**config.mk**
```make
export PLATFORM = sky130hd
export DESIGN_NAME = rtys_cfg
export DESIGN_NICKNAME = d
export VERILOG_FILES = /design/src/design/rtys_pkg.sv /design/src/design/rtys_cfg.sv
export SDC_FILE = /design/constraint.sdc
export NUM_CORES = 1
export LEC_CHECK = 0
export ABC_CLOCK_PERIOD_IN_PS = 5950
export BUFFER_PORTS_ARGS = -buffer_cell sky130_fd_sc_hd__buf_2
export CAP_MARGIN = 20
export CELL_PAD_IN_SITES_DETAIL_PLACEMENT = 0
export CELL_PAD_IN_SITES_GLOBAL_PLACEMENT = 2
export CORE_ASPECT_RATIO = 1.2
export CORE_MARGIN = 2
export CORE_UTILIZATION = 35
export DETAILED_ROUTE_END_ITERATION = 10
export GPL_TIMING_DRIVEN = 0
export HOLD_SLACK_MARGIN = 0.1
export PLACE_DENSITY_LB_ADDON = 0.1
export SYNTH_ARGS = -nofsm -noshare
export SYNTH_HDL_FRONTEND = slang
export SYNTH_SLANG_ARGS = --single-unit
```
**constraint.sdc**
```tcl
create_clock -name clk -period 5.95 [get_ports clk]
set_input_delay 0.595 -clock clk [delete_from_list [all_inputs] [get_ports clk]]
set_output_delay 0.595 -clock clk [all_outputs]
set_load 0.005 [all_outputs]
```
**src/design/rtys_pkg.sv**
```systemverilog
// Shared types, widths and constants for the RGB to YCbCr subsampler.
package rtys_pkg;

	// Channel fixed point: 2**CHANNEL_FRACTION_BITS is one
	localparam int CHANNEL_FRACTION_BITS = 12;
	localparam int F = CHANNEL_FRACTION_BITS;

	// Clamped channel, 0..one
	localparam int CH_W  = F + 1;
	// Unsigned weight times channel
	localparam int P_W   = F + 17;
	// Channel term plus half offset, unsigned
	localparam int T_W   = F + 18;
	// Signed component value fed to the mapping stage
	localparam int V_W   = F + 19;
	// Mapped numerator, signed
	localparam int N_W   = F + 37;
	// Clamped numerator, unsigned, up to the denominator
	localparam int D_W   = F + 34;
	// Numerator times 255 plus half the denominator
	localparam int X_W   = F + 42;
	// Scaled dividend and quotient of the final divide
	localparam int TQ_W  = 24;
	localparam int QUO_W = 8;

	// Q16 weights, coefficients and range ends
	localparam int K_W    = 16;
	localparam int W_W    = 17;
	localparam int SPAN_W = 18;
	localparam int LOWB_W = 34;
	localparam logic [W_W-1:0] ONE_Q16 = 17'h10000;

	// Queue between front and back
	localparam int Q_DEPTH = 8;
	localparam int Q_AW    = 3;
	localparam int FS_CNT_W = 3;
	localparam int OCC_W   = Q_AW + 2;

	// Configuration port
	localparam int CFG_IDX_W  = 3;
	localparam int CFG_DATA_W = 17;

	typedef enum logic [CFG_IDX_W-1:0] {
		CFG_KB          = 3'd0,
		CFG_KR          = 3'd1,
		CFG_FORMAT      = 3'd2,
		CFG_LUMA_LOW    = 3'd3,
		CFG_LUMA_HIGH   = 3'd4,
		CFG_CHROMA_LOW  = 3'd5,
		CFG_CHROMA_HIGH = 3'd6
	} cfg_reg_t;

	// Chroma format codes; the unused fourth code acts as full resolution
	localparam logic [1:0] FMT_420 = 2'd0;
	localparam logic [1:0] FMT_422 = 2'd1;
	localparam logic [1:0] FMT_444 = 2'd2;

	// Reset values
	localparam logic [K_W-1:0] KB_RESET = 16'd4732;
	localparam logic [K_W-1:0] KR_RESET = 16'd13933;
	localparam logic [1:0]     FMT_RESET = FMT_420;
	localparam logic [W_W-1:0] LOW_RESET  = 17'd0;
	localparam logic [W_W-1:0] HIGH_RESET = ONE_Q16;

	typedef enum logic [1:0] {
		PLANE_Y  = 2'd0,
		PLANE_CB = 2'd1,
		PLANE_CR = 2'd2
	} plane_t;

	// Register contents plus the values derived from them
	typedef struct packed {
		logic [K_W-1:0]           kb;
		logic [K_W-1:0]           kr;
		logic signed [SPAN_W-1:0] kg;
		logic [W_W-1:0]           wb;
		logic [W_W-1:0]           wr;
		logic [1:0]               fmt;
		logic [W_W-1:0]           luma_low;
		logic [W_W-1:0]           chroma_low;
		logic signed [SPAN_W-1:0] luma_span;
		logic signed [SPAN_W-1:0] chroma_span;
	} cfg_t;

	// One classified pixel waiting for the back end
	typedef struct packed {
		logic signed [V_W-1:0] vy;
		logic signed [V_W-1:0] vb;
		logic signed [V_W-1:0] vr;
		logic                  keep;
	} pix_t;

	// Front status towards the top level
	typedef struct packed {
		logic                push;
		logic [FS_CNT_W-1:0] inflight;
	} front_stat_t;

endpackage

```
**src/design/rtys_cfg.sv**
```systemverilog
// Configuration register file and derived coefficients.
module rtys_cfg (
	input  logic                             clk,
	input  logic                             arst_n,
	input  logic                             cfg_valid,
	output logic                             cfg_ready,
	input  logic [rtys_pkg::CFG_IDX_W-1:0]   cfg_index,
	input  logic [rtys_pkg::CFG_DATA_W-1:0]  cfg_data,
	output rtys_pkg::cfg_t                   cfg
);

	logic [rtys_pkg::K_W-1:0] kb_q;
	logic [rtys_pkg::K_W-1:0] kr_q;
	logic [1:0]               fmt_q;
	logic [rtys_pkg::W_W-1:0] luma_low_q;
	logic [rtys_pkg::W_W-1:0] luma_high_q;
	logic [rtys_pkg::W_W-1:0] chroma_low_q;
	logic [rtys_pkg::W_W-1:0] chroma_high_q;

	// Writes are always taken
	assign cfg_ready = 1'b1;

	// Register writes, truncated to each register's width
	always_ff @(posedge clk or negedge arst_n) begin
		if (!arst_n) begin
			kb_q          <= rtys_pkg::KB_RESET;
			kr_q          <= rtys_pkg::KR_RESET;
			fmt_q         <= rtys_pkg::FMT_RESET;
			luma_low_q    <= rtys_pkg::LOW_RESET;
			luma_high_q   <= rtys_pkg::HIGH_RESET;
			chroma_low_q  <= rtys_pkg::LOW_RESET;
			chroma_high_q <= rtys_pkg::HIGH_RESET;
		end else if (cfg_valid) begin
			unique case (cfg_index)
				rtys_pkg::CFG_KB:          kb_q          <= cfg_data[rtys_pkg::K_W-1:0];
				rtys_pkg::CFG_KR:          kr_q          <= cfg_data[rtys_pkg::K_W-1:0];
				rtys_pkg::CFG_FORMAT:      fmt_q         <= cfg_data[1:0];
				rtys_pkg::CFG_LUMA_LOW:    luma_low_q    <= cfg_data;
				rtys_pkg::CFG_LUMA_HIGH:   luma_high_q   <= cfg_data;
				rtys_pkg::CFG_CHROMA_LOW:  chroma_low_q  <= cfg_data;
				rtys_pkg::CFG_CHROMA_HIGH: chroma_high_q <= cfg_data;
				default: ;
			endcase
		end
	end

	// Derived values: green weight, chroma divisors, range spans
	always_comb begin
		cfg.kb  = kb_q;
		cfg.kr  = kr_q;
		cfg.kg  = $signed(18'(rtys_pkg::ONE_Q16) - 18'(kr_q) - 18'(kb_q));
		cfg.wb  = rtys_pkg::ONE_Q16 - 17'(kb_q);
		cfg.wr  = rtys_pkg::ONE_Q16 - 17'(kr_q);
		cfg.fmt = fmt_q;
		cfg.luma_low    = luma_low_q;
		cfg.chroma_low  = chroma_low_q;
		cfg.luma_span   = $signed({1'b0, luma_high_q}) - $signed({1'b0, luma_low_q});
		cfg.chroma_span = $signed({1'b0, chroma_high_q}) - $signed({1'b0, chroma_low_q});
	end

endmodule

```
Word level (Yosys, flattened, before mapping)
Cells that the tools add are included.

operators by class
  eq/ne operators = 6
  reduce and logical (&&, ||, !) cells = 8
  add/sub/neg operators = 6

operator list
  kind                      count
  $sub A17 B17 Y18          2
  $sub A17 B16 Y17 const A  2
  $sub A17 B16 Y18 const A  1
  $sub A18 B16 Y18          1
  $reduce_and A2 Y1         7
  $eq A3 B3 Y1 const B      3
  $eq A3 B2 Y1 const B      2
  $eq A3 B1 Y1 const B      1
  $logic_not A3 Y1          1

storage, ports and cells
  bits in registers = 102
  output and inout port bits = 157
  input bits = 23
  logic and storage cells = 27

Longest topological paths before layout
  depth after elaboration = 2
  mapped depth = 12
  gate-level depth less buffers = 12

Worst setup path after synthesis
No wires, ideal clock.

  path type = register -> output
  start point = reg kr_q[10] in the netlist's numbering
  end point = out cfg[123] in the netlist's numbering
  stages on the path, launching flop included = 12
  data arrival time = 2463 ps
  setup slack = 2892 ps
  required time = 5355 ps
  path through = dfstp_2 > inv_1 > ha_1 > ha_1 > buf_2 > nand2_1 > nor2_1 > and3_1 > a2111oi_2 > o21ai_1 > a21o_1 > a31oi_1

RTL lines
  what                    line            source
  start, declared         rtys_cfg.sv:13  logic [rtys_pkg::K_W-1:0] kr_q;
  start signal, assigned  rtys_cfg.sv:27  kr_q <= rtys_pkg::KR_RESET;
  start signal, assigned  rtys_cfg.sv:36  rtys_pkg::CFG_KR: kr_q <= cfg_data[rtys_pkg::K_W-1:0];
  end, declared           rtys_cfg.sv:9   output rtys_pkg::cfg_t cfg

==> run metrics <==
Post-Synth Simple-Gate Area 12.4%; H-Tree Depth 3; first drt pass iteration count 4; share of cells above drive strength 1 33.7%; FMAX 0.253 GHz; HP Class input pin to async pin; sequential fraction of the synthesis area 36.6%; number of global-route vias before repair 5,997; DR WL/cell 16.5 um; post-layout min period 3.95 ns; slew margin rel. 43.9%; ys flop type dfrtp_1; Clock Path Buffers 2; Post-Syn Area 0.00703 mm2; r2r setup slk 4.99 ns; top cell type's share of synthesized area 29.9%; CTS Root Cell clkbuf_16; worst reg-to-reg path cell count 2; Crit Path Max Fanout 5; Post-DP HPWL 16,100 um; power density over the cells 445 mW/mm2; measured slew at the worst slew-check pin 0.836 ns; Setup TNS Final 0 ns; RSZ-0062 raised after global routing false; Post-Synth Adder-Cell Area 13.1%; n_diodes 0; first-pass GRT wire length 31,200 um; reg2reg start kb_q[2]$_DFFE_PN1P_; most frequent cells in the layout buf_2, inv_1, dfrtp_1; Hold Buf Count CTS 0; post-synthesis mux area share 11.1%; max-slew violation count 0; Layout area overhead 22.1%; num ports 180; gp weighted congestion 0.858; YS warnings 0; Reg-to-Reg End kb_q[2]$_DFFE_PN1P_; CORE AREA 0.0196 mm2; DRC Markers 0; number of synthesized flops with an enable pin 0; largest family of logic cells by synthesized area adder cells; FF+latch count, synth 102; CP startpoint kind register; compound-gate portion of the synthesized area 13.0%; Mapped Cells 725; top cells by area, synth dfrtp_1, ha_1, mux2_2; CP arrival 3.35 ns; final total power 0.00382 W; cts repair resizes 0; DR iter-0 viols 315; outcome finished clean; period utilisation layout 66.3%; CP Capture Type output port; average vias per placed instance 4.92; DIE AREA 0.0212 mm2; Overflow after GRT 0; Routed WL 19,500 um; DR vias 5,805; clk sink count 102; Final Cell Area 0.00859 mm2; Synth Area in XOR/XNOR 7.97%; DP Area 0.00827 mm2; nets 1,007; largest net degree at the start of global routing 58; chip height 159 um; ANT nets after route 0; Synthesized Nets 819; fillcell total 2,014; ys async rst share 100%; Layout Skew 0 ns; Pleak 4.05 nW; CTS clk-pin slew, worst paths 0.08 ns; WP data required 5.36 ns; critical path class register to output port; CTS tree built; post-synth top area cell dfrtp_1; most common cell after layout, fill and taps aside buf_2; # setup viols final 0; Horiz. Die Dim 133 um; post-CTS setup buffers 0; Max-cap violations 0; row count 56; clock buffer count from CTS 9; Synth cell types 58; All-Layer GR Usage 18.3%; initial antenna violation count 0; clk_lat worst skew 0.35 ns; initial cell density of the core 35.8%; I/O Buffers 176; hold violation total from the final report 0; synthesized area per cell 9.70 um2; Min Hold Slack 0.245 ns; maximum VDD drop 0.167 mV
## worst max-delay path: stages, from the launching register on
cell      delay (ns)
dfstp_2         0.59
inv_1           0.08
ha_1            0.30
inv_1           0.06
fa_1            0.45
nor2b_1         0.12
o21ai_0         0.11
a21boi_1        0.43
o21ai_0         0.19
a21oi_1         0.27
nand4_1         0.12
o211ai_1        0.11
buf_2           0.15
## area by class of cell
type / count / area, um2 / area share, %
inverter: 86 / 323 / 3.76
multi-input combinational: 518 / 4050 / 47.1
buffer: 19 / 85.1 / 0.991
clock buffer: 11 / 253 / 2.94
clock inverter: 5 / 66.3 / 0.772
sequential: 102 / 2570 / 30.0
tap: 261 / 327 / 3.80
timing repair buffer: 177 / 911 / 10.6
## report_power, final
group	switching, W	internal (W)
combinational	0.00115	0.00105
clock	0.000271	0.000354
sequential	0.000138	0.000864
total	0.00156	0.00227
## layer usage
metal / track usage [%] / part of all wire (%) / up-vias / wire, um
met5: 0 / 0 / - / 0
met4: 4.40 / 1.2 / 0 / 226
met3: 2.87 / 4.2 / 15 / 815
met2: 33.8 / 52 / 125 / 10100
met1: 22.2 / 43 / 2793 / 8350
li1: - / - / 2872 / -
## synthesized netlist by cell type, types with 4 or more instances
cell / count
dfstp_2: 18
xnor2_1: 54
mux2_2: 69
ha_1: 67
clkbuf_1: 14
nor2_1: 36
dfrtp_1: 84
nand3_1: 17
nor4_1: 4
nor3_1: 18
fa_1: 4
nor3_2: 4
a211oi_1: 4
o21a_1: 8
xor2_1: 10
a21o_1: 9
nor2b_1: 9
nand2_1: 53
nand4_1: 5
inv_1: 86
a31oi_1: 7
o21ai_0: 49
a21oi_1: 35
## cell families (layout without fill, tap and decap cells)
family,Yosys count,in the layout
AND/OR/NAND/NOR,172,172
AO/OA/AOI/OAI,141,141
buffers and inverters,105,298
flip-flops,102,102
adder cells (fa/ha/maj),71,71
multiplexers,69,69
XOR/XNOR,64,64
other,1,1
## registers in the layout, indices dropped and copies added, names as in the netlist
signal	cells
chroma_high_q	17
kr_q	16
luma_high_q	17
luma_low_q	17
kb_q	16
chroma_low_q	17
fmt_q	2
## worst max-delay path by stage
stage | startpoint | end
after floorplan | kr_q[10]$_DFFE_PN1P_ | cfg[123]
after global placement | kr_q[2]$_DFFE_PN1P_ | cfg[117]
after detailed placement | kb_q[2]$_DFFE_PN1P_ | cfg[117]
after CTS | kb_q[2]$_DFFE_PN1P_ | cfg[117]
after global routing | kb_q[2]$_DFFE_PN1P_ | cfg[117]
final | kb_q[2]$_DFFE_PN1P_ | cfg[117]
## per-stage QoR
step | utilization, % | setup WS [ns] | cells
after global placement | 42.0 | 2.34 | 1162
final | 43.8 | 2.00 | 1179
after CTS | 43.8 | 1.95 | 1179
after floorplan | - | 2.89 | 725
after global routing | 43.8 | 1.73 | 1179
after detailed placement | 42.1 | 2.35 | 1163
No activity file was read; power rests on OpenSTA's default activity.
