File: config.mk
export PLATFORM = sky130hd
export DESIGN_NAME = rtys_queue
export DESIGN_NICKNAME = d
export VERILOG_FILES = /design/src/design/rtys_pkg.sv /design/src/design/rtys_queue.sv
export SDC_FILE = /design/constraint.sdc
export NUM_CORES = 1
export LEC_CHECK = 0
export ABC_CLOCK_PERIOD_IN_PS = 7200
export BUFFER_PORTS_ARGS = -buffer_cell sky130_fd_sc_hd__buf_2
export CELL_PAD_IN_SITES_DETAIL_PLACEMENT = 1
export CELL_PAD_IN_SITES_GLOBAL_PLACEMENT = 2
export CORE_UTILIZATION = 44
export DETAILED_ROUTE_END_ITERATION = 10
export PLACE_DENSITY = 0.86
export SLEW_MARGIN = 20
export SYNTH_ARGS = -nofsm -noshare
export SYNTH_HDL_FRONTEND = slang
export SYNTH_SLANG_ARGS = --single-unit
export TNS_END_PERCENT = 50
File: constraint.sdc
create_clock -name clk -period 7.2 [get_ports clk]
set_input_delay 0.36 -clock clk [delete_from_list [all_inputs] [get_ports clk]]
set_output_delay 0.36 -clock clk [all_outputs]
set_load 0.03 [all_outputs]
File: src/design/rtys_pkg.sv
// Shared types, widths and constants for the RGB to YCbCr subsampler.
package rtys_pkg;

	// Channel fixed point: 2**CHANNEL_FRACTION_BITS is one
	localparam int CHANNEL_FRACTION_BITS = 12;
	localparam int F = CHANNEL_FRACTION_BITS;

	// Clamped channel, 0..one
	localparam int CH_W  = F + 1;
	// Unsigned weight times channel
	localparam int P_W   = F + 17;
	// Channel term plus half offset, unsigned
	localparam int T_W   = F + 18;
	// Signed component value fed to the mapping stage
	localparam int V_W   = F + 19;
	// Mapped numerator, signed
	localparam int N_W   = F + 37;
	// Clamped numerator, unsigned, up to the denominator
	localparam int D_W   = F + 34;
	// Numerator times 255 plus half the denominator
	localparam int X_W   = F + 42;
	// Scaled dividend and quotient of the final divide
	localparam int TQ_W  = 24;
	localparam int QUO_W = 8;

	// Q16 weights, coefficients and range ends
	localparam int K_W    = 16;
	localparam int W_W    = 17;
	localparam int SPAN_W = 18;
	localparam int LOWB_W = 34;
	localparam logic [W_W-1:0] ONE_Q16 = 17'h10000;

	// Queue between front and back
	localparam int Q_DEPTH = 8;
	localparam int Q_AW    = 3;
	localparam int FS_CNT_W = 3;
	localparam int OCC_W   = Q_AW + 2;

	// Configuration port
	localparam int CFG_IDX_W  = 3;
	localparam int CFG_DATA_W = 17;

	typedef enum logic [CFG_IDX_W-1:0] {
		CFG_KB          = 3'd0,
		CFG_KR          = 3'd1,
		CFG_FORMAT      = 3'd2,
		CFG_LUMA_LOW    = 3'd3,
		CFG_LUMA_HIGH   = 3'd4,
		CFG_CHROMA_LOW  = 3'd5,
		CFG_CHROMA_HIGH = 3'd6
	} cfg_reg_t;

	// Chroma format codes; the unused fourth code acts as full resolution
	localparam logic [1:0] FMT_420 = 2'd0;
	localparam logic [1:0] FMT_422 = 2'd1;
	localparam logic [1:0] FMT_444 = 2'd2;

	// Reset values
	localparam logic [K_W-1:0] KB_RESET = 16'd4732;
	localparam logic [K_W-1:0] KR_RESET = 16'd13933;
	localparam logic [1:0]     FMT_RESET = FMT_420;
	localparam logic [W_W-1:0] LOW_RESET  = 17'd0;
	localparam logic [W_W-1:0] HIGH_RESET = ONE_Q16;

	typedef enum logic [1:0] {
		PLANE_Y  = 2'd0,
		PLANE_CB = 2'd1,
		PLANE_CR = 2'd2
	} plane_t;

	// Register contents plus the values derived from them
	typedef struct packed {
		logic [K_W-1:0]           kb;
		logic [K_W-1:0]           kr;
		logic signed [SPAN_W-1:0] kg;
		logic [W_W-1:0]           wb;
		logic [W_W-1:0]           wr;
		logic [1:0]               fmt;
		logic [W_W-1:0]           luma_low;
		logic [W_W-1:0]           chroma_low;
		logic signed [SPAN_W-1:0] luma_span;
		logic signed [SPAN_W-1:0] chroma_span;
	} cfg_t;

	// One classified pixel waiting for the back end
	typedef struct packed {
		logic signed [V_W-1:0] vy;
		logic signed [V_W-1:0] vb;
		logic signed [V_W-1:0] vr;
		logic                  keep;
	} pix_t;

	// Front status towards the top level
	typedef struct packed {
		logic                push;
		logic [FS_CNT_W-1:0] inflight;
	} front_stat_t;

endpackage

File: src/design/rtys_queue.sv
// Short FIFO of classified pixels between front and back.
module rtys_queue (
	input  logic                      clk,
	input  logic                      arst_n,
	input  logic                      push,
	input  rtys_pkg::pix_t            push_data,
	input  logic                      pop,
	output rtys_pkg::pix_t            head,
	output logic                      empty,
	output logic [rtys_pkg::Q_AW:0]   count
);

	rtys_pkg::pix_t               mem_q [rtys_pkg::Q_DEPTH];
	logic [rtys_pkg::Q_AW-1:0]    wr_ptr_q, rd_ptr_q;
	logic [rtys_pkg::Q_AW:0]      count_q;

	// Pointers and fill level
	always_ff @(posedge clk or negedge arst_n) begin
		if (!arst_n) begin
			wr_ptr_q <= '0;
			rd_ptr_q <= '0;
			count_q  <= '0;
		end else begin
			if (push)
				wr_ptr_q <= wr_ptr_q + 1'b1;
			if (pop)
				rd_ptr_q <= rd_ptr_q + 1'b1;
			if (push && !pop)
				count_q <= count_q + 1'b1;
			else if (pop && !push)
				count_q <= count_q - 1'b1;
		end
	end

	// Entry storage
	always_ff @(posedge clk) begin
		if (push)
			mem_q[wr_ptr_q] <= push_data;
	end

	assign head  = mem_q[rd_ptr_q];
	assign empty = (count_q == '0);
	assign count = count_q;

`ifndef ASSERT_OFF
	// The credit check upstream must never let the queue overflow
	a_no_overflow: assert property (@(posedge clk) disable iff (!arst_n)
		!(push && !pop && count_q == (rtys_pkg::Q_AW+1)'(rtys_pkg::Q_DEPTH)))
		else $error("queue written while full");
	a_no_underflow: assert property (@(posedge clk) disable iff (!arst_n)
		pop |-> !empty)
		else $error("queue read while empty");
`endif

endmodule

; ---- Word level (Yosys, flattened, before mapping)
; Memories as Yosys holds them, arrays and structs flattened.
; Cells that the tools add are included.
; Widths: inputs -> output; s select.
[op_classes]
add_sub_neg = 4
mul = 0
div_mod_pow = 0
order_cmp = 0
eq_ne = 0
n_shift = 0
muxes = 4
n_bitwise = 0
n_reduce_logical = 6
[ops]
columns = op, count
row1 = $mux 4, 2
row2 = $add 3x1->3 const B, 2
row3 = $add 4x1->4 const B, 1
row4 = $logic_not 4->1, 1
row5 = $sub 4x1->4 const B, 1
row6 = $logic_and 1x1->1, 2
row7 = $logic_not 1->1, 2
row8 = $mux 1, 2
row9 = $reduce_bool 2->1, 1
[word_totals]
reg_bits = 10
latchBits = 0
mem_bits_rw = 752
mem_bits_ro = 0
input_bits = 98
wordCells = 18
mem_count = 1
[mem_list]
columns = memory, depth, word_bits, read_ports, rd_clocked_by_memory_dff, wr, line
row1 = mem_q, 8, 94, 1, 0, 1, rtys_queue.sv:13  ; rtys_pkg::pix_t mem_q [rtys_pkg::Q_DEPTH];

; ---- Longest topological paths before layout
[depth]
depth_word = 4
ltp_mapped = 7
depth_no_buf = 7

; ---- Worst setup path before layout
; OpenSTA, ideal clock, no wires.
[synth_timing]
path_type = register to register
startpoint = reg wr_ptr_q[1] (netlist bit)
endpoint = mem mem_q[0][0] (netlist bit) (enable)
setup_ns = 0.662
t_arrival_ns = 6.935
t_required_ns = 6.538
path_slack_ns = -0.396
path_stages_with_launch = 3
path_buffers = 0
cell_sequence = dfrtp_1 nand2b_1 nor3_1
[synth_rtl]
columns = element, line
row1 = "start, declared", rtys_queue.sv:14  ; logic [rtys_pkg::Q_AW-1:0] wr_ptr_q, rd_ptr_q;
row2 = "start signal, assigned", rtys_queue.sv:25  ; wr_ptr_q <= wr_ptr_q + 1'b1;
row3 = "end, declared", rtys_queue.sv:13
; No word-level cell before the write port.

==> results.sh <==
export IMPL_drv_slew=0
export IMPL_cts_setup_buffers=0
export IMPL_worst_slack_ns=3.228
export IMPL_grt_first_pass_wirelength_mm=93.17
export IMPL_synth_top_family_by_area="multiplexers"
export IMPL_min_period_ns=3.972
export IMPL_coreArea_mm2=0.06458
export IMPL_dp_slack_ns=3.731
export IMPL_powerDensity_mw_per_mm2=431.0
export IMPL_critPathMaxFanout=108
export IMPL_wirelength_mm=61.55
export IMPL_antenna_found_initial=7
export IMPL_async_flop_share_pct=1.312
export IMPL_first_iter_violations=922
export IMPL_antenna_left=0
export IMPL_cts_tree="done"
export IMPL_synth_simple_gate_area_share_pct=0.4042
export IMPL_cts_buffers=78
export IMPL_rsz0062_at_grt="no"
export IMPL_netlist_top_cells_area="edfxtp_1, mux4_2, mux2_2"
export IMPL_place_hpwl_mm=32.66
export IMPL_path_class="reg2out"
export IMPL_fill_cells=5597
export IMPL_clk_latency_ns=0.61
export IMPL_cts_path_max_buffers=3
export IMPL_ys_ff_latch=762
export IMPL_netlist_cell_type_count=27
export IMPL_placementRows=93
export IMPL_htreeDepth=3
export IMPL_synth_fa_ha_area_share_pct=0.2868
export IMPL_arrival_ns=3.61
export IMPL_vias=13052
export IMPL_die_area_mm2=0.06646
export IMPL_syn_inst=1146
export IMPL_start_util_pct=44.58
export IMPL_grt_max_degree=169
export IMPL_tightest_slew_ns=1.270
export IMPL_synthMuxAreaShare_pct=18.54
export IMPL_maxSlewHeadroom_pct=15.32
export IMPL_skew_ns=0.02105
export IMPL_yosysWarnings=0
export IMPL_grt_pass1_vias=14698
export IMPL_syn_to_final_growth_pct=18.51
export IMPL_finalHoldViolCount=0
export IMPL_irDropWorstVdd_uv=291.6
export IMPL_viasPerCell=5.479
export IMPL_cts_resized=0
export IMPL_first_pass_iters=5
export IMPL_cp_required_ns=6.84
export IMPL_track_usage_pct=18.93
export IMPL_setup_viol=0
export IMPL_gp_congestion=0.6989
export IMPL_final_period_utilization_pct=55.17
export IMPL_synth_commonest_cells="edfxtp_1, mux4_2, mux2_2"
export IMPL_path_clk_slew_ns=0.06
export IMPL_hold_class="in2reg"
export IMPL_dieWidth_um=257.8
export IMPL_synth_xor_area_share_pct=0.1825
export IMPL_utilization_pct=52.83
export IMPL_start_kind="flip-flop"
export IMPL_syn_area_mm2=0.02879
export IMPL_drc_errors=0
export IMPL_synth_flop_cell="edfxtp_1"
export IMPL_portBuffers=196
export IMPL_status="completed"
export IMPL_endpoint_kind="primary output"
export IMPL_synth_avg_cell_area_um2=25.12
export IMPL_seq_area_frac_synth_pct=79.30
export IMPL_hold_slack_ns=0.03432
export IMPL_synth_most_common_cell="edfxtp_1"
export IMPL_syn_nets=1250
export IMPL_fmax_mhz=251.8
export IMPL_wl_per_cell_um=25.84
export IMPL_synth_edf_count=752
export IMPL_die_y_um=257.8
export IMPL_cts_sinks=762
export IMPL_synth_top_area_share_pct=78.44
export IMPL_grt_overflow_total=0
export IMPL_synth_compound_area_share_pct=0.1434
export IMPL_ctsHoldBuffers=69
export IMPL_nets=1563
export IMPL_io_pins=197
export IMPL_leakage_nw=11.11
export IMPL_root_buffer="clkbuf_16"
export IMPL_drive_above_1_share_pct=41.08
export IMPL_synth_top_area_cell="edfxtp_1"
export IMPL_cap_violations=0
## registers in the layout, indices dropped and copies added, names as in the netlist
name and flops:
count 4, rd_ptr_q 3, mem_q 752, wr_ptr_q 3
## routing by layer
metal | track usage, % | share of wire (%) | vias up
met5 | 0 | 0.11 | -
met2 | 32.12 | 51 | 328
li1 | - | - | 5568
met3 | 3.435 | 4.6 | 82
met4 | 4.882 | 1.5 | 10
met1 | 25.37 | 42 | 7064
## worst paths after layout
check                                   startpoint                       to  slack (ns)  cells after the start
setup / recovery           rd_ptr_q[0]$_DFFE_PN0P_                 head[59]        3.23                      4
hold / removal                       push_data[72]   mem_q[6][72]$_DFFE_PP_        0.03                      1
setup reg to reg           wr_ptr_q[1]$_DFFE_PN0P_   mem_q[2][51]$_DFFE_PP_        4.34                      3
hold reg to reg               count[2]$_DFFE_PN0P_     count[2]$_DFFE_PN0P_        0.59                      2
max in group asynchronous                   arst_n  rd_ptr_q[0]$_DFFE_PN0P_        6.80                      2
min in group asynchronous                   arst_n     count[2]$_DFFE_PN0P_        0.14                      2
## per-stage QoR
stage / TNS (ns) / std cells / cell area (um2) / total power [mW]
2_1_floorplan: -31.49 / 1146 / 28800 / 9.440
3_3_place_gp: 0 / 2164 / 30770 / 10.61
3_5_place_dp: 0 / 2164 / 30770 / 10.74
4_1_cts: 0 / 2378 / 34090 / 14.91
5_1_grt: 0 / 2380 / 34120 / 15.30
6_report: 0 / 2382 / 34120 / 14.70
## power breakdown
part | internal [mW] | total (mW) | switching (mW)
Clock | 2.46 | 4.09 | 1.63
Combinational | 1.95 | 4.69 | 2.74
Sequential | 5.58 | 5.92 | 0.349
Total | 9.98 | 14.7 | 4.72
## layout by cell type, fill, tap and decap left out, types with 2 or more instances in the layout
cell	Yosys	final
inv_6	0	2
xnor2_1	4	4
inv_1	2	2
clkinv_2	0	12
nor2_4	0	6
xor2_1	2	2
nand2b_1	3	3
mux2_2	97	97
clkinv_1	0	17
clkinvlp_4	0	3
dlygate4sd3_1	0	69
mux4_2	188	188
dfrtp_1	10	7
clkbuf_8	0	2
o211ai_1	2	2
diode_2	0	3
nand3_1	2	2
edfxtp_1	752	752
ha_1	5	5
nand2_1	6	6
clkbuf_16	0	82
buf_12	0	2
buf_4	0	19
clkbuf_1	16	16
bufinv_16	0	10
buf_2	17	196
dfrtp_4	0	3
a21oi_1	2	2
## cell type report
cell class | count | area [um2] | share of cell area (%)
Sequential cell | 762 | 22840 | 66.95
Multi-Input combinational cell | 328 | 5690 | 16.68
Clock buffer | 100 | 2140 | 6.271
Timing Repair Buffer | 287 | 1882 | 5.515
Tap cell | 855 | 1070 | 3.135
Clock inverter | 45 | 480.5 | 1.408
Inverter | 2 | 7.507 | 0.02200
Antenna cell | 3 | 7.507 | 0.02200
## logic make-up (layout without fill, tap and decap cells)
family,count (synthesis),count (layout)
AOI/OAI and AO/OA,6,6
xor gates and xnor gates,6,6
adders and majority gates,6,6
buffers and inverters,56,434
DFF,762,762
muxes,286,286
other,0,3
and+or+nand+nor,24,24
## critical path: stages (launching register included)
cell	delay, ns
dfrtp_4	1.06
buf_12	0.75
mux4_2	0.60
mux2_2	0.29
buf_2	0.18
No activity file was read; power rests on OpenSTA's default activity.
