===== src/design/rtys_pkg.sv =====
// Shared types, widths and constants for the RGB to YCbCr subsampler.
package rtys_pkg;

	// Channel fixed point: 2**CHANNEL_FRACTION_BITS is one
	localparam int CHANNEL_FRACTION_BITS = 12;
	localparam int F = CHANNEL_FRACTION_BITS;

	// Clamped channel, 0..one
	localparam int CH_W  = F + 1;
	// Unsigned weight times channel
	localparam int P_W   = F + 17;
	// Channel term plus half offset, unsigned
	localparam int T_W   = F + 18;
	// Signed component value fed to the mapping stage
	localparam int V_W   = F + 19;
	// Mapped numerator, signed
	localparam int N_W   = F + 37;
	// Clamped numerator, unsigned, up to the denominator
	localparam int D_W   = F + 34;
	// Numerator times 255 plus half the denominator
	localparam int X_W   = F + 42;
	// Scaled dividend and quotient of the final divide
	localparam int TQ_W  = 24;
	localparam int QUO_W = 8;

	// Q16 weights, coefficients and range ends
	localparam int K_W    = 16;
	localparam int W_W    = 17;
	localparam int SPAN_W = 18;
	localparam int LOWB_W = 34;
	localparam logic [W_W-1:0] ONE_Q16 = 17'h10000;

	// Queue between front and back
	localparam int Q_DEPTH = 8;
	localparam int Q_AW    = 3;
	localparam int FS_CNT_W = 3;
	localparam int OCC_W   = Q_AW + 2;

	// Configuration port
	localparam int CFG_IDX_W  = 3;
	localparam int CFG_DATA_W = 17;

	typedef enum logic [CFG_IDX_W-1:0] {
		CFG_KB          = 3'd0,
		CFG_KR          = 3'd1,
		CFG_FORMAT      = 3'd2,
		CFG_LUMA_LOW    = 3'd3,
		CFG_LUMA_HIGH   = 3'd4,
		CFG_CHROMA_LOW  = 3'd5,
		CFG_CHROMA_HIGH = 3'd6
	} cfg_reg_t;

	// Chroma format codes; the unused fourth code acts as full resolution
	localparam logic [1:0] FMT_420 = 2'd0;
	localparam logic [1:0] FMT_422 = 2'd1;
	localparam logic [1:0] FMT_444 = 2'd2;

	// Reset values
	localparam logic [K_W-1:0] KB_RESET = 16'd4732;
	localparam logic [K_W-1:0] KR_RESET = 16'd13933;
	localparam logic [1:0]     FMT_RESET = FMT_420;
	localparam logic [W_W-1:0] LOW_RESET  = 17'd0;
	localparam logic [W_W-1:0] HIGH_RESET = ONE_Q16;

	typedef enum logic [1:0] {
		PLANE_Y  = 2'd0,
		PLANE_CB = 2'd1,
		PLANE_CR = 2'd2
	} plane_t;

	// Register contents plus the values derived from them
	typedef struct packed {
		logic [K_W-1:0]           kb;
		logic [K_W-1:0]           kr;
		logic signed [SPAN_W-1:0] kg;
		logic [W_W-1:0]           wb;
		logic [W_W-1:0]           wr;
		logic [1:0]               fmt;
		logic [W_W-1:0]           luma_low;
		logic [W_W-1:0]           chroma_low;
		logic signed [SPAN_W-1:0] luma_span;
		logic signed [SPAN_W-1:0] chroma_span;
	} cfg_t;

	// One classified pixel waiting for the back end
	typedef struct packed {
		logic signed [V_W-1:0] vy;
		logic signed [V_W-1:0] vb;
		logic signed [V_W-1:0] vr;
		logic                  keep;
	} pix_t;

	// Front status towards the top level
	typedef struct packed {
		logic                push;
		logic [FS_CNT_W-1:0] inflight;
	} front_stat_t;

endpackage


===== src/design/rtys_front.sv =====
// Front end: clamps channels, classifies chroma keep, forms luma and colour differences.
module rtys_front (
	input  logic                     clk,
	input  logic                     arst_n,
	input  logic                     accept,
	input  logic signed [15:0]       red,
	input  logic signed [15:0]       green,
	input  logic signed [15:0]       blue,
	input  logic                     column_odd,
	input  logic                     row_odd,
	input  rtys_pkg::cfg_t           cfg,
	output rtys_pkg::front_stat_t    stat,
	output rtys_pkg::pix_t           push_data
);

	localparam logic signed [15:0] CH_ONE = 16'(2 ** rtys_pkg::F);

	logic                         valid_s1, valid_s2, valid_s3, valid_s4;
	logic [rtys_pkg::CH_W-1:0]    r_s1, g_s1, b_s1;
	logic                         keep_s1, keep_s2, keep_s3, keep_s4;
	logic [rtys_pkg::P_W-1:0]     pr_s2, pb_s2;
	logic signed [rtys_pkg::V_W-1:0] pg_s2;
	logic [rtys_pkg::T_W-1:0]     bterm_s2, rterm_s2, bterm_s3, rterm_s3;
	logic signed [rtys_pkg::V_W-1:0] y_s3;
	logic signed [rtys_pkg::V_W-1:0] vy_s4, vb_s4, vr_s4;
	logic [rtys_pkg::CH_W-1:0]    r_cl, g_cl, b_cl;
	logic                         keep_in;

	function automatic logic [rtys_pkg::CH_W-1:0] clamp_ch(input logic signed [15:0] v);
		logic [rtys_pkg::CH_W-1:0] res;
		if (v < 0)
			res = '0;
		else if (v > CH_ONE)
			res = rtys_pkg::CH_W'(CH_ONE);
		else
			res = rtys_pkg::CH_W'(v);
		return res;
	endfunction

	// Clamp and keep decision
	always_comb begin
		r_cl = clamp_ch(red);
		g_cl = clamp_ch(green);
		b_cl = clamp_ch(blue);
		priority if (cfg.fmt == rtys_pkg::FMT_420)
			keep_in = !column_odd && !row_odd;
		else if (cfg.fmt == rtys_pkg::FMT_422)
			keep_in = !column_odd;
		else
			keep_in = 1'b1;
	end

	// Stage valids
	always_ff @(posedge clk or negedge arst_n) begin
		if (!arst_n) begin
			valid_s1 <= 1'b0;
			valid_s2 <= 1'b0;
			valid_s3 <= 1'b0;
			valid_s4 <= 1'b0;
		end else begin
			valid_s1 <= accept;
			valid_s2 <= valid_s1;
			valid_s3 <= valid_s2;
			valid_s4 <= valid_s3;
		end
	end

	// Datapath: s1 clamped input, s2 weighted channels, s3 luma, s4 differences
	always_ff @(posedge clk) begin
		if (accept) begin
			r_s1    <= r_cl;
			g_s1    <= g_cl;
			b_s1    <= b_cl;
			keep_s1 <= keep_in;
		end
		pr_s2    <= cfg.kr * r_s1;
		pb_s2    <= cfg.kb * b_s1;
		pg_s2    <= cfg.kg * $signed({1'b0, g_s1});
		bterm_s2 <= (rtys_pkg::T_W'(b_s1) << 16) + (rtys_pkg::T_W'(cfg.wb) << rtys_pkg::F);
		rterm_s2 <= (rtys_pkg::T_W'(r_s1) << 16) + (rtys_pkg::T_W'(cfg.wr) << rtys_pkg::F);
		keep_s2  <= keep_s1;

		y_s3     <= $signed(rtys_pkg::V_W'(pr_s2)) + pg_s2 + $signed(rtys_pkg::V_W'(pb_s2));
		bterm_s3 <= bterm_s2;
		rterm_s3 <= rterm_s2;
		keep_s3  <= keep_s2;

		// luma doubled so it shares the chroma mapping with a unit divisor
		vy_s4   <= y_s3 <<< 1;
		vb_s4   <= $signed(rtys_pkg::V_W'(bterm_s3)) - y_s3;
		vr_s4   <= $signed(rtys_pkg::V_W'(rterm_s3)) - y_s3;
		keep_s4 <= keep_s3;
	end

	// Queue push and in-flight count for the credit check
	always_comb begin
		stat.push     = valid_s4;
		stat.inflight = rtys_pkg::FS_CNT_W'(valid_s1) + rtys_pkg::FS_CNT_W'(valid_s2)
			+ rtys_pkg::FS_CNT_W'(valid_s3) + rtys_pkg::FS_CNT_W'(valid_s4);
		push_data.vy   = vy_s4;
		push_data.vb   = vb_s4;
		push_data.vr   = vr_s4;
		push_data.keep = keep_s4;
	end

endmodule


===== config.mk =====
export PLATFORM = sky130hd
export DESIGN_NAME = rtys_front
export DESIGN_NICKNAME = d
export VERILOG_FILES = /design/src/design/rtys_pkg.sv /design/src/design/rtys_front.sv
export SDC_FILE = /design/constraint.sdc
export NUM_CORES = 2
export LEC_CHECK = 0
export BUFFER_PORTS_ARGS = -buffer_cell sky130_fd_sc_hd__buf_4
export CAP_MARGIN = 20
export CORE_MARGIN = 2
export CORE_UTILIZATION = 62
export DETAILED_ROUTE_END_ITERATION = 16
export PLACE_DENSITY = 0.83
export SYNTH_ARGS = -nofsm -noshare
export SYNTH_HDL_FRONTEND = slang
export SYNTH_SLANG_ARGS = --single-unit

===== constraint.sdc =====
create_clock -name clk -period 19.35 [get_ports clk]
set_clock_uncertainty 0.05 [all_clocks]
set_input_delay 0.9675 -clock clk [delete_from_list [all_inputs] [get_ports clk]]
set_output_delay 0.9675 -clock clk [all_outputs]
set_load 0.1 [all_outputs]

# After elaboration in Yosys (flattened, before gate mapping)
# Index checks and enable logic that the tools add are counted.
[op_classes] add_sub_neg=9 multipliers=3 n_lt_le_gt_ge=6 n_eq_ne=1 muxes=5 n_reduce_logical=7
[ops] cell="$sub 31x31->31" count=2
[ops] cell="$add 29x29->30" count=2
[ops] cell="$mul 16x13->29" count=2
[ops] cell="$gt 16x14->1 const B" count=3
[ops] cell="$lt 16x1->1 const B" count=3
[ops] cell="$mux 13" count=3
[ops] cell="$add 30x31->31" count=1
[ops] cell="$add 31x30->31" count=1
[ops] cell="$mul 18x14->31" count=1
[ops] cell="$reduce_or 2->1" count=3
[ops] cell="$add 2x1->3" count=1
[ops] cell="$add 3x1->3" count=1
[ops] cell="$add 1x1->2" count=1
[ops] cell="$eq 2x1->1 const B" count=1
[ops] cell="$logic_not 1->1" count=2
[ops] cell="$logic_not 2->1" count=1
[ops] cell="$mux 1" count=2
[ops] cell="$logic_and 1x1->1" count=1
[totals] register_bits=379 in_bits=209 out_inout_bits=98 wordCells=56

# Longest topological paths before layout
[logic_depth] word_depth=3 ltp_mapped=24 ltp_nobuf=23

# Worst setup path after synthesis
# Ideal clock, no wire load.
[synth_timing] path_kind="input -> register" from="input cfg[121] in the netlist's numbering" to="register pg_s2[30] in the netlist's numbering" arrival_time_ns=6.478 t_required_ns=19.221 path_slack_ns=12.743 stages=23 cell_sequence="clkbuf_1 > and2_1 > fa_1 > inv_1 > fa_1 > inv_1 > fa_1 > fa_1 > fa_1 > inv_1 > fa_1 > inv_1 > ha_1 > clkbuf_1 > a2111oi_0 > o21ai_0 > o21ai_0 > a31oi_1 > o21a_1 > o2111ai_1 > nand3_1 > a2111o_1 > o211ai_1"
[synth_via] elab_chain_cells=1
[synth_lines] item="from (decl)" line_no="rtys_front.sv:11" source="input rtys_pkg::cfg_t cfg,"
[synth_lines] item="$mul 18x14->31" line_no="rtys_front.sv:78" source="pg_s2 <= cfg.kg * $signed({1'b0, g_s1});"
[synth_lines] item="to (signal assigned)" line_no="rtys_front.sv:78"
[synth_lines] item="to (decl)" line_no="rtys_front.sv:22" source="logic signed [rtys_pkg::V_W-1:0] pg_s2;"
# No other way between the ends.
# A chain may end at the register's enable or synchronous reset.

# Final worst setup path
[layout_timing] from="register g_s1[5] in the netlist's numbering" to="register pg_s2[30] in the netlist's numbering"
[layout_via] elab_chain_cells=1
[layout_lines] item="from (decl)" line_no="rtys_front.sv:19" source="logic [rtys_pkg::CH_W-1:0] r_s1, g_s1, b_s1;"
[layout_lines] item="from (signal assigned)" line_no="rtys_front.sv:72" source="g_s1 <= g_cl;"
[layout_lines] item="$mul 18x14->31" line_no="rtys_front.sv:78"
# No other way between the ends.

==> results.json <==
{
  "ys_async_sr_fraction_pct": 1.258,
  "cpPeakStageDelay_ps": 770,
  "fin_area_mm2": 0.03765,
  "synth_edf_count": 40,
  "netlist_top_cells_area": "fa_1 (33%), dfxtp_1 (16%), ha_1 (12%)",
  "ios": 307,
  "antenna_found_initial": 1,
  "synth_compound_area_share_pct": 7.641,
  "start_kind": "flop",
  "finalSetupTns_ps": 0,
  "place.gp.congestion": 0.9156,
  "grt_use_total_pct": 28.20,
  "critical_path_arrival_ps": 7010,
  "tightest_slew_ps": 893.1,
  "hold_path_class": "in -> async",
  "slowest_stage": "edfxtp_1",
  "dieArea_mm2": 0.05706,
  "insertion_delay_ps": 560,
  "area_growth_pct": 10.07,
  "grt_pass1_wl_um": 128700,
  "r2r-end": "pg_s2[30]$_DFF_P_",
  "final_nets": 4833,
  "wl_per_cell_um": 17.20,
  "finalNonFillerCells": 4477,
  "yosysTopAreaCellShare_pct": 32.83,
  "drtPass1Iterations": 7,
  "placed_area_mm2": 0.03636,
  "cts_resized": 0,
  "finalCriticalPeriod_ps": 6593,
  "synth_commonest_cells": "inv_1 (700), fa_1 (561), nand2_1 (442)",
  "setup_viol": 0,
  "wl_um": 77000,
  "maxSlewHeadroom_pct": 40.46,
  "clk_pin_slew_ps": 60,
  "cts_buffer_depth": 3,
  "crit_type": "reg -> reg",
  "grt_pass1_vias": 26713,
  "cts_setup_buffers": 0,
  "cp_top_family": "adder cells",
  "fp-row-count": 86,
  "rr_worst_depth": 20,
  "numCtsBuffers": 37,
  "ant_nets": 0,
  "endpoint_kind": "flop",
  "drt_iter0_drc": 1410,
  "antennaDiodeCount": 0,
  "synth_fa_ha_area_share_pct": 44.43,
  "ys_ff_latch": 318,
  "finalMaxSlewViolations": 0,
  "ys_warn_count": 0,
  "synth_most_common_cell": "inv_1",
  "cts_num_sinks": 318,
  "outcome": "finished clean",
  "synth_mux_area_share_pct": 0.02926,
  "synth_ff_type": "dfxtp_1",
  "r2r-start": "g_s1[5]$_SDFFCE_PP0P_",
  "fmax_mhz": 151.7,
  "synth_top_family_by_area": "adder cells",
  "syn_area_mm2": 0.03421,
  "required_ps": 19770,
  "grt_max_degree": 42,
  "hold_viol_final": 0,
  "coreArea_mm2": 0.05477,
  "die_h_um": 238.9,
  "synth_xor_area_share_pct": 4.097,
  "avgSynthCellArea_um2": 9.525,
  "fp.dieW_um": 238.9,
  "synth_largest_area_cell": "fa_1",
  "tritoncts": "built",
  "ff2ff_setup_slack_ps": 12760,
  "yosys.cell_types.count": 75,
  "path_cells": "nand2_1 > fa_1 > fa_1 > inv_1 > fa_1 > fa_1 > fa_1 > inv_1 > fa_1 > inv_1 > ha_1 > a2111oi_0 > o21ai_0 > o21ai_0 > a31oi_1 > o21a_1 > o2111ai_1 > nand3_1 > a2111o_1 > o211ai_1",
  "vias": 24967,
  "max_cap_violations": 0,
  "place_inst": 4411,
  "vias_per_cell": 5.577,
  "grt-ovfl-total": 0,
  "h-tree-depth": 2,
  "syn-num-nets": 4678,
  "crit_buf_inv": 3,
  "cts_hold_buf": 0,
  "synthCells": 3591,
  "rsz0062_at_grt": "false",
  "port_buffers": 235,
  "drive_gt1_share_pct": 8.958,
  "critPathMaxFanout": 18,
  "dp_hpwl_um": 60970,
  "synthSimpleGateAreaFrac_pct": 14.74,
  "yosysSeqAreaShare_pct": 19.84,
  "cts_root_buf": "clkbuf_16",
  "timing.critical_path.mode_cell": "fa_1",
  "initial_core_util_pct": 62.45,
  "period_share_pct": 34.07,
  "drc": 0,
  "hold_slack_ps": 152.7
}
[worst max-delay path by stage]
stage	start	endpoint	slack [ps]	cells after the start
2_1_floorplan	cfg[121]	pg_s2[30]$_DFF_P_	12740	23
3_3_place_gp	cfg[113]	pg_s2[29]$_DFF_P_	12390	22
3_5_place_dp	cfg[114]	pg_s2[29]$_DFF_P_	12270	20
4_1_cts	g_s1[2]$_SDFFCE_PP0P_	pg_s2[29]$_DFF_P_	12700	19
5_1_grt	g_s1[2]$_SDFFCE_PP0P_	pg_s2[29]$_DFF_P_	12270	21
6_report	g_s1[5]$_SDFFCE_PP0P_	pg_s2[30]$_DFF_P_	12760	20
[layer usage]
metal / up-vias / share of wire (%) / track usage, %
met5: - / 0.016 / 0
met4: 2 / 4.7 / 13.05
met3: 243 / 6.3 / 4.642
met2: 919 / 50 / 49.65
met1: 12391 / 39 / 33.86
li1: 11412 / - / -
[registers in the layout, summed over array words and instances, names as in the netlist, 19 cells and up]
| signal | cells |
|---|---|
| pb_s2 | 29 |
| vr_s4 | 31 |
| pr_s2 | 29 |
| vy_s4 | 29 |
| y_s3 | 31 |
| vb_s4 | 19 |
| pg_s2 | 31 |
[logic make-up (layout without fill, tap and decap cells)]
logic type	Yosys count	count (layout)
AOI/OAI and AO/OA	385	385
adders and majority gates	878	878
buffers and inverters	823	1005
xor gates and xnor gates	160	160
other	1	1
DFF	318	318
and+or+nand+nor	1025	1025
muxes	1	1
[cells in the final DEF (no fill, tap or decap), types with 16 or more instances in the layout]
cell type and instances:
xor2_1 28, nor2_1 97, fa_1 561, nand2b_1 19, xnor2_1 132, a21oi_1 123
nor2b_1 24, ha_1 317, nand3_1 33, o21a_1 23, nor3_1 31, edfxtp_1 40
buf_4 238, o21bai_1 22, nor4_1 16, nand2_1 442, and2_1 308, inv_1 700
clkbuf_16 39, o21ai_0 58, dfxtp_1 274, a21o_1 40
[layout make-up]
type                            count  area [µm²]
Timing Repair Buffer              239        1792
Clock buffer                       47        1057
Tap cell                          704       880.8
Sequential cell                   318        6787
Inverter                          700        2628
Fill cell                        4099       17120
Multi-Input combinational cell   2450       24270
Clock inverter                     19       235.2
[per-stage QoR]
step | worst slack, ps | util [%]
2_1_floorplan | 12740 | -
3_3_place_gp | 12390 | 66.38
3_5_place_dp | 12270 | 66.38
4_1_cts | 12700 | 68.74
5_1_grt | 12270 | 68.74
6_report | 12760 | 68.74
Power is not shown: default switching activity piles up to over one toggle a cycle in this logic, so the estimate is an artifact.
